File: src/hdl/rotation_matrix_to_quaternion_assert.svh
// ----------------------------------------------------------------------------
// Assertion macros for rotation_matrix_to_quaternion
// Same-cycle and next-cycle implication checks, clocked on clk, off in reset.
// ----------------------------------------------------------------------------
`ifndef ROTATION_MATRIX_TO_QUATERNION_ASSERT_SVH
`define ROTATION_MATRIX_TO_QUATERNION_ASSERT_SVH

// antecedent implies consequent in the same cycle
`define RMQ_ASSERT_IMPL(lbl, ante, cons, msg) \
    lbl: assert property (@(posedge clk) disable iff (!rst_n) (ante) |-> (cons)) \
        else $error(msg);

// antecedent implies consequent in the next cycle
`define RMQ_ASSERT_NEXT(lbl, ante, cons, msg) \
    lbl: assert property (@(posedge clk) disable iff (!rst_n) (ante) |=> (cons)) \
        else $error(msg);

`endif

File: src/hdl/rmq_pkg.sv
// ----------------------------------------------------------------------------
// rmq_pkg
// Shared types and fixed widths for the matrix-to-quaternion block.
// ----------------------------------------------------------------------------
package rmq_pkg;

    // matrix entry and quaternion part width
    localparam int E_W = 16;
    // width of a sum or difference of two entries
    localparam int D_W = 17;
    // quotient bits kept by the dividers; more than any saturated magnitude
    localparam int QBITS = 16;

    typedef enum logic [1:0] {
        PATH_TRACE = 2'd0,
        PATH_X     = 2'd1,
        PATH_Y     = 2'd2,
        PATH_Z     = 2'd3
    } rmq_path_t;

    typedef struct packed {
        rmq_path_t path;
        logic      bad;
    } rmq_ctrl_t;

endpackage

File: src/hdl/rmq_queue.sv
// ----------------------------------------------------------------------------
// rmq_queue
// Two-entry queue between the front and the back pipeline.
// ----------------------------------------------------------------------------
module rmq_queue #(
    parameter int WIDTH = 8
) (
    input  logic             clk,
    input  logic             rst_n,
    input  logic             wr_valid,
    output logic             wr_ready,
    input  logic [WIDTH-1:0] wr_data,
    output logic             rd_valid,
    input  logic             rd_ready,
    output logic [WIDTH-1:0] rd_data
);
    import rmq_pkg::*;

    logic [WIDTH-1:0] mem [0:1];
    logic             wr_ptr_reg, wr_ptr_next;
    logic             rd_ptr_reg, rd_ptr_next;
    logic [1:0]       cnt_reg, cnt_next;
    logic             push, pop;

    assign wr_ready = cnt_reg != 2'd2;
    assign rd_valid = cnt_reg != 2'd0;
    assign push     = wr_valid && wr_ready;
    assign pop      = rd_valid && rd_ready;
    assign rd_data  = mem[rd_ptr_reg];

    always_comb
    begin
        wr_ptr_next = push ? !wr_ptr_reg : wr_ptr_reg;
        rd_ptr_next = pop ? !rd_ptr_reg : rd_ptr_reg;
        cnt_next    = cnt_reg + 2'(push) - 2'(pop);
    end

    always_ff @(posedge clk or negedge rst_n)
    begin
        if (!rst_n)
        begin
            wr_ptr_reg <= 1'b0;
            rd_ptr_reg <= 1'b0;
            cnt_reg    <= 2'd0;
        end
        else
        begin
            wr_ptr_reg <= wr_ptr_next;
            rd_ptr_reg <= rd_ptr_next;
            cnt_reg    <= cnt_next;
        end
    end

    always_ff @(posedge clk)
    begin
        if (push)
            mem[wr_ptr_reg] <= wr_data;
    end

endmodule

File: config.mk
export PLATFORM = sky130hd
export DESIGN_NAME = rmq_queue
export DESIGN_NICKNAME = d
export VERILOG_FILES = /design/src/hdl/rotation_matrix_to_quaternion_assert.svh /design/src/hdl/rmq_pkg.sv /design/src/hdl/rmq_queue.sv
export SDC_FILE = /design/constraint.sdc
export NUM_CORES = 1
export LEC_CHECK = 0
export ABC_AREA = 1
export BUFFER_PORTS_ARGS = -buffer_cell sky130_fd_sc_hd__buf_2
export CORE_ASPECT_RATIO = 1.25
export CORE_MARGIN = 10
export CORE_UTILIZATION = 50
export DETAILED_ROUTE_END_ITERATION = 8
export PLACE_DENSITY = 0.76
export SYNTH_ARGS = -nofsm -noshare
export SYNTH_HDL_FRONTEND = slang
export SYNTH_SLANG_ARGS = --single-unit
File: constraint.sdc
create_clock -name clk -period 4.5 [get_ports clk]
set_clock_uncertainty 0.2 [all_clocks]
set_input_delay 0.225 -clock clk [delete_from_list [all_inputs] [get_ports clk]]
set_output_delay 0.225 -clock clk [all_outputs]
set_load 0.005 [all_outputs]
=== After elaboration in Yosys (flattened, before gate mapping) ===
Memory sizes are Yosys's and may differ from the RTL's.
Cells that the tools add are included.

* Bits of input ports: 12
* Memories: 1
* Bits in registers: 4
* RAM bits: 16
* Logic and storage cells: 14

{| class="wikitable"
|+ Memories
! name !! depth !! width !! read ports !! clocked after Yosys merged registers in !! wr ports !! RTL line !! text
|-
| mem || 2 || 8 || 1 || 0 || 1 || rmq_queue.sv:19 || <nowiki>logic [WIDTH-1:0] mem [0:1];</nowiki>
|}

* Multiplexer cells: 2
* Reductions and logical operators: 5
* $add $sub $neg: 2
* Equal/unequal tests: 1

{| class="wikitable"
|+ Operators by type and width
! operator !! count
|-
| 2-bit by 1-bit adder with 2-bit output || 1
|-
| 1-bit logical AND || 2
|-
| 1-bit zero test || 2
|-
| 1-bit two-way mux || 2
|-
| 2-bit != test, second input constant || 1
|-
| 2-bit nonzero test || 1
|-
| 2-bit by 1-bit subtractor with 2-bit output || 1
|}

=== Longest topological paths before layout ===
* Depth after elaboration: 4
* Mapped depth: 12
* Depth with buffers taken out: 12

=== Worst setup path before layout ===
OpenSTA, ideal clock, no wires.

* Kind: register to register
* From: reg cnt_reg[1]
* To: mem mem[0][0], enable pin
* Cell stages (with the launch flop): 4
* Setup slack: 2,959 ps
* Data required time: 3,930 ps
* Arrival: 971 ps
* Cells stage by stage: dfrtp_1 -> nand2_2 -> nand2_4 -> nor2_1

* Cells in the longest elaborated chain, start to end: 4

{| class="wikitable"
|+ Ends and longest elaborated chain
! item !! RTL line !! text
|-
| start, declared || rmq_queue.sv:22 || <nowiki>logic [1:0] cnt_reg, cnt_next;</nowiki>
|-
| start signal, assigned || rmq_queue.sv:50 || <nowiki>cnt_reg <= cnt_next;</nowiki>
|-
| 2-bit != test || rmq_queue.sv:25 || <nowiki>assign wr_ready = cnt_reg != 2'd2;</nowiki>
|-
| named net wr_ready || rmq_queue.sv:11 || <nowiki>output logic wr_ready,</nowiki>
|-
| 1-bit logical AND || rmq_queue.sv:27 || <nowiki>assign push = wr_valid && wr_ready;</nowiki>
|-
| 1-bit two-way mux || rmq_queue.sv:56 || <nowiki>if (push)</nowiki>
|-
| 1-bit two-way mux (not written as such) || rmq_queue.sv:57 || <nowiki>mem[wr_ptr_reg] <= wr_data;</nowiki>
|-
| end, declared || rmq_queue.sv:19 ||
|}

The timed path passes the listed nets, and every way through them passes these cells.

=== Worst setup path in the final report ===
* From: reg cnt_reg[1]
* To: mem mem[0][2], enable pin

* Cells in the longest elaborated chain, start to end: 4

{| class="wikitable"
|+ Ends and longest elaborated chain
! item !! RTL line
|-
| 2-bit != test || rmq_queue.sv:25
|-
| 1-bit logical AND || rmq_queue.sv:27
|-
| 1-bit two-way mux || rmq_queue.sv:56
|-
| 1-bit two-way mux (not written as such) || rmq_queue.sv:57
|}

No other way between the ends.

==> impl_metrics.toml <==
[status]
status = "finished, final reports clean"

[synth]
syn-num-nets = 86
syn_area_um2 = 822
synth_cells = 73
synth_cell_types = 15
ys_ff_latch = 20
ys_seq_area_share_pct = 70.6
synth.avg_cell_area_um2 = 11.3
yosysWarnings = 0

[power]
p_clk_share_pct = 13.9
comb_power_share_pct = 36.9
switchingPower_uw = 214
p_sw_share_pct = 36.2
ir_drop_v = 0.000373
leakage_uw = 0.000495
power_frac_seq_pct = 49.2
p_per_area_nw_per_um2 = 558
internal_power_uw = 378

[drt]
drtIter0Drc = 5
drtPass1Iterations = 4
routed_via_density = 4.64
drc = 0
num_vias = 575
drtAntennaViolNets = 0
wl_per_cell_um = 12.6
wirelength_um = 1560

[critical_path]
path_max_fanout = 8
cp-end-kind = "flop"
r2r_start = "cnt_reg[1]"
path_depth = 3
path_buf_inv = 0
required_ns = 4.23
critPathLaunch = "cnt_reg[1]"
cp.arrival_ns = 1.46
critPathLaunchType = "flop"
reg2reg_setup_slack_ns = 2.77
crit_path_cell_trace = "nand2_2 -> nand2_4 -> nor2_1"
max_stage_delay_ns = 0.52
reg2reg_depth = 3
critical_path.reg2reg.endpoint = "mem[0][2]"
crit_slowest_cell = "nor2_1"
critical_path.top_delay_family = "simple AND/OR/NAND/NOR gates"
critical_path_class = "flop to flop"

[finish]
antenna_cells = 0
areaGrowthSynthToFinish_pct = 29.1
num-fill-cells = 112
fin_nets = 120
largest_register_ffs = 16
finalNonFillerCells = 124
drive_above_1_share_pct = 31.1

[placement]
gp_congestion = 0.660
dp_cells = 111
dp_slack_ns = 2.78
dp_hpwl_um = 1070
io_buffers = 21

[clock_network]
numCtsBuffers = 3
cts_tree = "built"
cts_root_buf = "clkbuf_4"
htreeDepth = 1
clkTransAtPathRegs_ns = 0.11
clockBufferDepth = 2
worstSkewPairLatency_ns = 0.30
post_cts_resize_count = 0
cts_sinks = 20

[global_routing]
grt_start_max_net_pins = 12
grt.total_usage_pct = 9.11
grt_pass1_wl_um = 2620
overflow = 0
grt_pass1_vias = 625
antenna_found_initial = 0

[sta]
hold-worst-slack_ns = 0.0284
worst_slack_ns = 2.77
max-slew-margin-rel_pct = 54.9
post-route-period-util_pct = 38.5
fin_crit_ns = 1.73
setup_viol_count_final = 0
maxSlewViolCount = 0
hold_violations = 0
setup_tns_ns = 0
rsz0062_at_grt = "false"
timing.fmax_ghz = 0.578
tightest_slew_ns = 0.674

[hold_path]
hold_path.class = "primary input to flop"
hold_start = "wr_valid"
min_path_cells = 3
hold_path_end = "wr_ptr_reg"

[floorplanning]
die_h_um = 65.3
die-area_um2 = 3680
die_w_um = 56.3
rows = 16
initial_core_util_pct = 52.6
ioPinCount = 22
coreArea_um2 = 1560

[flow_run]
cap_violations = 0
## layout by cell type, fill, tap and decap left out
cell type	count
nand2_1	29
buf_2	21
edfxtp_1	16
dlygate4sd3_1	9
inv_1	6
dfrtp_1	4
nand2_2	3
nor2_2	3
clkbuf_4	3
inv_2	2
nand3_1	2
nor2_1	2
o21ai_1	1
nand2_4	1
a21oi_1	1
xor2_1	1
ha_1	1
clkinv_1	1
## area by class of cell
type	instances	area [um2]	share of cell area, %
clock inverter	1	3.75	0.354
tap	18	22.5	2.12
timing repair buffer	30	195	18.4
clock buffer	3	22.5	2.12
sequential	20	581	54.7
inverter	8	30.0	2.83
multi-input combinational	44	206	19.5
## logic make-up (layout without fill, tap and decap cells)
kind of cell | count (synthesis) | in the layout | share of synthesized area (%)
fa+ha+maj | 1 | 1 | 1.52
simple gates | 40 | 40 | 21.3
flops | 20 | 20 | 70.6
buf+inv | 9 | 42 | 4.26
compound gates | 2 | 2 | 1.22
xor+xnor | 1 | 1 | 1.07
## worst register-to-register path: stages, from the launching register on
cell and delay [ns]:
dfrtp_1 0.44, nand2_2 0.14, nand2_4 0.08, nor2_1 0.52
## synthesized netlist by cell type
master | count | area share (%)
nand2_1 | 29 | 13
nand2_2 | 3 | 2.3
nor2_1 | 2 | 0.91
nand3_1 | 2 | 1.2
nor2_2 | 3 | 2.3
nand2_4 | 1 | 1.4
dfrtp_1 | 4 | 12
a21oi_1 | 1 | 0.61
ha_1 | 1 | 1.5
inv_1 | 6 | 2.7
inv_2 | 2 | 0.91
xor2_1 | 1 | 1.1
edfxtp_1 | 16 | 58
o21ai_1 | 1 | 0.61
buf_2 | 1 | 0.61
## power by group through the flow
stage | Sequential, uW | Combinational [uW] | Clock [uW]
6_report | 291 | 219 | 82.4
5_1_grt | 299 | 255 | 93.0
4_1_cts | 291 | 220 | 83.2
3_5_place_dp | 295 | 213 | 0
3_3_place_gp | 294 | 207 | 0
2_1_floorplan | 280 | 147 | 0
## stage by stage
step	utilization, %	total power (uW)	instance area, um2
final	67.9	592	1060
after global routing	67.9	647	1060
after CTS	67.9	594	1060
after detailed placement	60.5	509	945
after global placement	60.5	501	945
after floorplan	-	426	822
## what timing repair did
item / 4_1_cts / 5_1_grt
hold buffers: 9 / 0
setup buffers: 0 / 0
endpoints found under the hold margin: 20 / 0
setup endpoints to repair: 0 / 0
## per-layer routing
| metal | share of wire (%) | GRT usage [%] | vias up |
|---|---|---|---|
| met5 | 0 | 0 | - |
| met4 | 1.5 | 5.42 | 0 |
| met3 | 7.8 | 4.04 | 4 |
| met2 | 52 | 16.4 | 16 |
| met1 | 39 | 8.25 | 251 |
| li1 | - | - | 304 |
## worst max path at each step
stage,endpoint,slack [ns]
2_1_floorplan,mem[0][0],2.96
3_3_place_gp,mem[0][0],2.87
3_5_place_dp,mem[0][1],2.78
4_1_cts,mem[0][5],2.77
5_1_grt,mem[0][2],2.68
6_report,mem[0][2],2.77
Note: power is estimated with default switching activity, not from simulation.
