==> src/hdl/rotation_matrix_to_quaternion_assert.svh <==
// ----------------------------------------------------------------------------
// Assertion macros for rotation_matrix_to_quaternion
// Same-cycle and next-cycle implication checks, clocked on clk, off in reset.
// ----------------------------------------------------------------------------
`ifndef ROTATION_MATRIX_TO_QUATERNION_ASSERT_SVH
`define ROTATION_MATRIX_TO_QUATERNION_ASSERT_SVH

// antecedent implies consequent in the same cycle
`define RMQ_ASSERT_IMPL(lbl, ante, cons, msg) \
    lbl: assert property (@(posedge clk) disable iff (!rst_n) (ante) |-> (cons)) \
        else $error(msg);

// antecedent implies consequent in the next cycle
`define RMQ_ASSERT_NEXT(lbl, ante, cons, msg) \
    lbl: assert property (@(posedge clk) disable iff (!rst_n) (ante) |=> (cons)) \
        else $error(msg);

`endif

==> src/hdl/rmq_pkg.sv <==
// ----------------------------------------------------------------------------
// rmq_pkg
// Shared types and fixed widths for the matrix-to-quaternion block.
// ----------------------------------------------------------------------------
package rmq_pkg;

    // matrix entry and quaternion part width
    localparam int E_W = 16;
    // width of a sum or difference of two entries
    localparam int D_W = 17;
    // quotient bits kept by the dividers; more than any saturated magnitude
    localparam int QBITS = 16;

    typedef enum logic [1:0] {
        PATH_TRACE = 2'd0,
        PATH_X     = 2'd1,
        PATH_Y     = 2'd2,
        PATH_Z     = 2'd3
    } rmq_path_t;

    typedef struct packed {
        rmq_path_t path;
        logic      bad;
    } rmq_ctrl_t;

endpackage

==> src/hdl/rmq_front.sv <==
// ----------------------------------------------------------------------------
// rmq_front
// Accepts a matrix, picks the branch, forms the radicand and the three
// off-diagonal sums/differences, and holds them for the queue.
// ----------------------------------------------------------------------------
module rmq_front #(
    parameter int FRAC_BITS = 14,
    localparam int RW = (FRAC_BITS > 18 ? FRAC_BITS : 18) + 1
) (
    input  logic                          clk,
    input  logic                          rst_n,
    input  logic                          in_valid,
    output logic                          in_ready,
    input  logic signed [15:0]            r00,
    input  logic signed [15:0]            r01,
    input  logic signed [15:0]            r02,
    input  logic signed [15:0]            r10,
    input  logic signed [15:0]            r11,
    input  logic signed [15:0]            r12,
    input  logic signed [15:0]            r20,
    input  logic signed [15:0]            r21,
    input  logic signed [15:0]            r22,
    output logic                          fr_valid,
    input  logic                          fr_ready,
    output rmq_pkg::rmq_ctrl_t            fr_ctrl,
    output logic signed [rmq_pkg::D_W-1:0] fr_d0,
    output logic signed [rmq_pkg::D_W-1:0] fr_d1,
    output logic signed [rmq_pkg::D_W-1:0] fr_d2,
    output logic [RW-1:0]                 fr_rad
);
    import rmq_pkg::*;

    localparam int RSW = RW + 1;
    localparam logic signed [RSW-1:0] ONE_S = RSW'(1) << FRAC_BITS;

    logic signed [RSW-1:0] e00, e11, e22, tr, rad_sel;
    logic signed [D_W-1:0] d0_sel, d1_sel, d2_sel;
    logic                  trace_pos, pick_y, pick_z;
    logic signed [15:0]    dmax;
    rmq_path_t             path_sel;

    logic                  vld_reg, vld_next;
    rmq_ctrl_t             ctrl_reg;
    logic signed [D_W-1:0] d0_reg, d1_reg, d2_reg;
    logic [RW-1:0]         rad_reg;

    assign e00 = RSW'(r00);
    assign e11 = RSW'(r11);
    assign e22 = RSW'(r22);
    assign tr  = e00 + e11 + e22;

    assign trace_pos = tr > RSW'(0);
    assign pick_y    = r11 > r00;
    assign dmax      = pick_y ? r11 : r00;
    assign pick_z    = r22 > dmax;

    always_comb
    begin
        if (trace_pos)
            path_sel = PATH_TRACE;
        else if (pick_z)
            path_sel = PATH_Z;
        else if (pick_y)
            path_sel = PATH_Y;
        else
            path_sel = PATH_X;
    end

    // off-diagonal terms listed in ascending order of the quaternion slots
    // that are not the diagonal one
    always_comb
    begin
        unique case (path_sel)
            PATH_TRACE:
            begin
                rad_sel = tr + ONE_S;
                d0_sel  = D_W'(r21) - D_W'(r12);
                d1_sel  = D_W'(r02) - D_W'(r20);
                d2_sel  = D_W'(r10) - D_W'(r01);
            end
            PATH_X:
            begin
                rad_sel = e00 - (e11 + e22) + ONE_S;
                d0_sel  = D_W'(r21) - D_W'(r12);
                d1_sel  = D_W'(r10) + D_W'(r01);
                d2_sel  = D_W'(r20) + D_W'(r02);
            end
            PATH_Y:
            begin
                rad_sel = e11 - (e22 + e00) + ONE_S;
                d0_sel  = D_W'(r02) - D_W'(r20);
                d1_sel  = D_W'(r01) + D_W'(r10);
                d2_sel  = D_W'(r21) + D_W'(r12);
            end
            PATH_Z:
            begin
                rad_sel = e22 - (e00 + e11) + ONE_S;
                d0_sel  = D_W'(r10) - D_W'(r01);
                d1_sel  = D_W'(r02) + D_W'(r20);
                d2_sel  = D_W'(r12) + D_W'(r21);
            end
            default:
            begin
                rad_sel = tr + ONE_S;
                d0_sel  = '0;
                d1_sel  = '0;
                d2_sel  = '0;
            end
        endcase
    end

    assign in_ready = !vld_reg || fr_ready;

    always_comb
    begin
        vld_next = vld_reg;
        if (in_valid && in_ready)
            vld_next = 1'b1;
        else if (fr_ready)
            vld_next = 1'b0;
    end

    always_ff @(posedge clk or negedge rst_n)
    begin
        if (!rst_n)
            vld_reg <= 1'b0;
        else
            vld_reg <= vld_next;
    end

    always_ff @(posedge clk)
    begin
        if (in_valid && in_ready)
        begin
            ctrl_reg.path <= path_sel;
            ctrl_reg.bad  <= rad_sel <= RSW'(0);
            d0_reg        <= d0_sel;
            d1_reg        <= d1_sel;
            d2_reg        <= d2_sel;
            rad_reg       <= rad_sel[RW-1:0];
        end
    end

    assign fr_valid = vld_reg;
    assign fr_ctrl  = ctrl_reg;
    assign fr_d0    = d0_reg;
    assign fr_d1    = d1_reg;
    assign fr_d2    = d2_reg;
    assign fr_rad   = rad_reg;

endmodule

==> config.mk <==
export PLATFORM = sky130hd
export DESIGN_NAME = rmq_front
export DESIGN_NICKNAME = d
export VERILOG_FILES = /design/src/hdl/rotation_matrix_to_quaternion_assert.svh /design/src/hdl/rmq_pkg.sv /design/src/hdl/rmq_front.sv
export SDC_FILE = /design/constraint.sdc
export NUM_CORES = 1
export LEC_CHECK = 0
export CAP_MARGIN = 20
export CORE_ASPECT_RATIO = 2
export CORE_MARGIN = 5
export CORE_UTILIZATION = 45
export DETAILED_ROUTE_END_ITERATION = 7
export DONT_BUFFER_PORTS = 1
export PLACE_DENSITY = 0.6
export SLEW_MARGIN = 20
export SYNTH_ARGS = -nofsm -noshare
export SYNTH_HDL_FRONTEND = slang
export SYNTH_SLANG_ARGS = --single-unit
==> constraint.sdc <==
create_clock -name clk -period 3.9 [get_ports clk]
set_clock_uncertainty 0.15 [all_clocks]
set_input_delay 0.39 -clock clk [delete_from_list [all_inputs] [get_ports clk]]
set_output_delay 0.39 -clock clk [all_outputs]
set_load 0.005 [all_outputs]
=== After elaboration in Yosys (flattened, before gate mapping) ===
Index checks and enable logic that the tools add are counted.

* Magnitude comparators: 4
* Reductions and logical operators: 8
* Muxes and demuxes: 10
* Equal/unequal tests: 3
* $add $sub $neg: 17

{| class="wikitable"
|+ Operators by type and width
! operator !! number
|-
| $pmux W17 S3 || 3
|-
| $add A16 B16 Y17 || 6
|-
| $pmux W20 S4 || 1
|-
| $add A18 B16 Y19 const B || 3
|-
| $sub A16 B17 Y18 || 3
|-
| $sub A16 B16 Y17 || 3
|-
| $gt A16 B16 Y1 || 2
|-
| $add A20 B16 Y20 const B || 1
|-
| $gt A20 B1 Y1 const B || 1
|-
| $le A20 B1 Y1 const B || 1
|-
| $add A17 B16 Y18 || 1
|-
| $mux W16 || 1
|-
| $mux W2 || 3
|-
| $reduce_or A2 Y1 || 3
|-
| $eq A2 B2 Y1 const B || 2
|-
| $eq A2 B1 Y1 const B || 1
|-
| $logic_not A2 Y1 || 1
|-
| $mux W1 || 2
|-
| $reduce_bool A2 Y1 || 1
|-
| $logic_and A1 B1 Y1 || 1
|-
| $logic_not A1 Y1 || 1
|-
| $logic_or A1 B1 Y1 || 1
|}

* Logic and storage cells: 49
* Output and inout bits: 75
* Bits of input ports: 148
* Register bits: 74

=== Logic depth before layout (Yosys ltp) ===
* Word-level depth: 8
* Depth in mapped cells: 40
* Gate-level depth less buffers: 39

=== Worst setup path before layout ===
No wires, ideal clock.

* Kind: input-to-reg
* From: input port r00[0]
* To: register ctrl_reg, in the netlist fr_ctrl[0], data pin
* Stages: 38
* Data required time: 3.574 ns
* Data arrival time: 6.924 ns
* Buffers on the path: 0
* Setup slack: -3.350 ns
* Cell sequence: ha_1 > inv_1 > fa_1 > o21bai_1 > a21oi_1 > o21bai_1 > a21oi_1 > o21bai_1 > a21oi_1 > o21ai_0 > nor2_1 > o21bai_1 > xnor2_1 > ha_1 > or2_2 > a21oi_1 > a31oi_1 > xnor2_1 > [... 2 more ...] > nand3_1 > a211oi_1 > nand4_1 > or4_1 > nor2_1 > nand4_1 > o21ai_1 > o21ai_0 > ha_1 > a222oi_1 > mux2i_1 > or3_1 > nor3_1 > or4b_1 > a211o_1 > nor4_2 > nand4_1 > o311ai_2

* Cells in the longest elaborated chain, start to end: 8
* Elaborated cells between the ends (all ways): 23
* Those cells by class: add/sub (10); order compare (4); eq/ne (3); mux (5); reduce/logical (1)

{| class="wikitable"
|+ RTL lines
! what !! RTL line !! text
|-
| start, declared || rmq_front.sv:14 || <nowiki>input logic signed [15:0] r00,</nowiki>
|-
| branches (longest 6 deep; another with $gt A20 B1 Y1) || -- ||
|-
| $pmux W20 S4 * || rmq_front.sv:73 || <nowiki>unique case (path_sel)</nowiki>
|-
| named net rad_sel[2] || rmq_front.sv:36 || <nowiki>logic signed [RSW-1:0] e00, e11, e22, tr, rad_sel;</nowiki>
|-
| $le A20 B1 Y1 * || rmq_front.sv:136 || <nowiki>ctrl_reg.bad <= rad_sel <= RSW'(0);</nowiki>
|-
| end, declared || rmq_front.sv:43 || <nowiki>rmq_ctrl_t ctrl_reg;</nowiki>
|}

Mark *: on every way through the listed nets, which the timed path passes.
A chain may end at the register's enable or synchronous reset.

=== Worst setup path in the final report ===
Same ends and word-level chain as after synthesis.

==> metrics.md <==
| Metric | Value |
|---|---|
| CP max stage delay | 590 ps |
| Slew Viols, Final | 0 |
| CP Buf/Inv Count | 4 |
| RSZ-0062 raised after global routing | yes |
| Setup crit end | fr_ctrl[0] |
| Sequential share of the synthesized area | 15.5% |
| CP startpoint | r00[0] |
| Leak | 8.92 nW |
| Count of final setup violators | 73 |
| Ant. Diodes | 0 |
| Via density | 5.74 |
| Global-route wire length before repair | 80.6 mm |
| R2R cell count | 3 |
| Layout cells sized above 1 | 26.5% |
| Critical path depth in cells | 40 |
| Clk sinks | 74 |
| Number of synthesized flops with an enable pin | 73 |
| CP most frequent cell | nand4_1 |
| Synth area leaders | ha_1, edfxtp_1, fa_1 |
| Post-Layout Cell Count | 2498 |
| Area Overhead vs Synth | 34.1% |
| Clock latency on the worst-skew pair | 350 ps |
| Global Route Usage Sum | 29.8% |
| I/O pin count | 223 |
| Final hold slack | 90.4 ps |
| FF-to-FF End | fr_d1[2] |
| Sum of negative setup slack | -192180 ps |
| Total Wirelength | 54.2 mm |
| Clk slew on worst S/H paths | 60 ps |
| CP max stage cell | or4b_4 |
| Row cnt | 92 |
| Vias | 14300 |
| Status | finished, violations left |
| Crit end category | flip-flop |
| Die area | 35600 sq um |
| Post-DR wirelength/cell | 21.7 microns |
| Bufs on Longest Clock Path | 2 |
| Max FO, Critical Path | 7 |
| Synth warn | 0 |
| Yosys top cell area share | 23.2% |
| FF+latch count, synth | 74 |
| FF-to-FF setup slack | 1830 ps |
| Synth Net Count | 2185 |
| Antenna violations before repair | 0 |
| Effective utilization at floorplan | 45.4% |
| Final hold violation count | 0 |
| Gr ovfl total | 0 |
| Tot Pwr | 9.60 mW |
| Drt pass-1 iters | 5 |
| Power per cell area | 501 nW/um^2 |
| Worst-margin pin slew | 930 ps |
| Die height | 262 microns |
| Vias in the first global route | 15300 |
| Max Freq | 0.134 GHz |
| Synthesized area per cell | 8.26 sq um |
| Placed Instances | 2418 |
| Worst endpoint required time | 3940 ps |
| Final Cycle Share | 191% |
| Total of max-cap violations | 0 |
| RR Startpoint | fr_valid |
| Startpoint class of the critical path | input port |
| Core box area | 31400 sq um |
| Chip width | 136 microns |
| Setup CP Type | in -> reg |
| 1st-iter DRT viols | 702 |
| CTS Root Cell | clkbuf_16 |
| Num CTS Buffers | 9 |
| Maximum number of pins on one net before global-route repair | 56 |
| Setup ws final | -3550 ps |
| Hold Crit Class | in -> async |
| Slew HR | 38.0% |
| CTS HTree Levels | 3 |
| Final Wtd Congestion | 0.985 |
| CTS tree | yes |
| Failing checks | negative setup slack |
| DRC | 0 |
| Crit-path leading delay family | compound AO/OA/AOI/OAI gates |
| Post-route antenna net violation count | 0 |
| Post-DP HPWL | 44.3 mm |
| Max IR drop VDD | 0.247 mV |
| Nets@finish | 2526 |
| Synthesized area | 14300 sq um |
| WP data arrival | 7490 ps |
| Ys flop type | edfxtp_1 |
| Port Buf Inserts | 0 |
| Largest area contributor in the netlist | ha_1 |
| Yosys cell types | 85 |
| Async set-reset flop share out of synthesis | 1.35% |
| Syn Inst Count | 1729 |
| Fin crit period | 7450 ps |
-- flip-flops by register name (all words and copies together) (netlist names) --
register / cells
fr_ctrl: 3
fr_d0: 17
fr_d1: 17
fr_d2: 17
fr_rad: 19
fr_valid: 1
-- per-stage QoR --
step	setup slack [ps]	util, %	cell area, sq um
2_1_floorplan	-3130	-	14600
3_3_place_gp	-4010	54.6	17200
3_5_place_dp	-4120	54.6	17200
4_1_cts	-3530	60.4	19000
5_1_grt	-4020	60.9	19100
6_report	-3550	60.9	19100
-- kinds of logic (layout without fill, tap and decap cells) --
group,count (synthesis),count (layout),share of synthesized area (%)
AOI/OAI and AO/OA,480,480,22.9
xor gates and xnor gates,127,127,7.79
adders and majority gates,308,308,29.3
buffers and inverters,271,617,7.14
DFF,74,74,15.5
muxes,27,27,1.92
and+or+nand+nor,442,442,15.5
-- synth_stat cells (40+ instances only) --
master    number
fa_1          43
o21ai_0       68
nor2_1       140
nor3_1        47
xnor2_1       95
nand2_1       77
inv_1        218
a21oi_1      112
clkbuf_1      40
ha_1         265
edfxtp_1      73
-- cells in the final DEF (no fill, tap or decap), types with 32 or more instances in the layout --
master and count:
ha_1 257, fa_1 42, a21o_1 36, nand2b_1 36, xnor2_1 93, buf_4 314, nor2_1 135, nor3_1 47
inv_1 214, buf_6 33, nand2_1 70, edfxtp_1 73, a21oi_1 100, xor2_1 32, o21ai_0 46
-- worst min-delay path by stage --
stage | startpoint | endpoint | depth (start not counted)
detailed placement | rst_n | fr_valid | 0
floorplan | rst_n | fr_valid | 0
CTS | rst_n | fr_valid | 1
global route | rst_n | fr_valid | 1
global placement | rst_n | fr_valid | 0
finish | rst_n | fr_valid | 1
-- routing by layer --
layer,vias to the layer above,global-route usage [%],share of wire [%],routed length [microns]
li1,6884,-,-,-
met1,6754,24.4,31,16600
met2,490,59.9,55,29800
met3,217,4.71,4.7,2530
met4,0,24.5,9.7,5240
met5,-,0,0,0
-- power by group --
group / internal, mW / leakage [nW] / switching, mW
Clock: 0.446 / 0.133 / 0.343
Combinational: 3.65 / 8.08 / 3.79
Sequential: 1.25 / 0.712 / 0.127
Total: 5.35 / 8.92 / 4.25
-- layout make-up --
type                    instances  area, sq um
clock buffers                  13          250
clock inverters                 3         15.0
repair buffers                380         3380
flip-flops and latches         74         2220
inverters                     221          842
multi-input cells            1384        11900
well taps                     423          529
fillers                      2750        12300
-- what timing repair did --
| action | CTS | global route |
|---|---|---|
| hold buffers | 2 | 0 |
| endpoints found under the setup margin | 73 | 73 |
| endpoints found under the hold margin | 2 | 0 |
| buffers inserted | 59 | 11 |
| gates resized for setup | 200 | 44 |
| pin swaps | 50 | 31 |
| cloned | 8 | 0 |
Note: power is estimated with default switching activity, not from simulation.
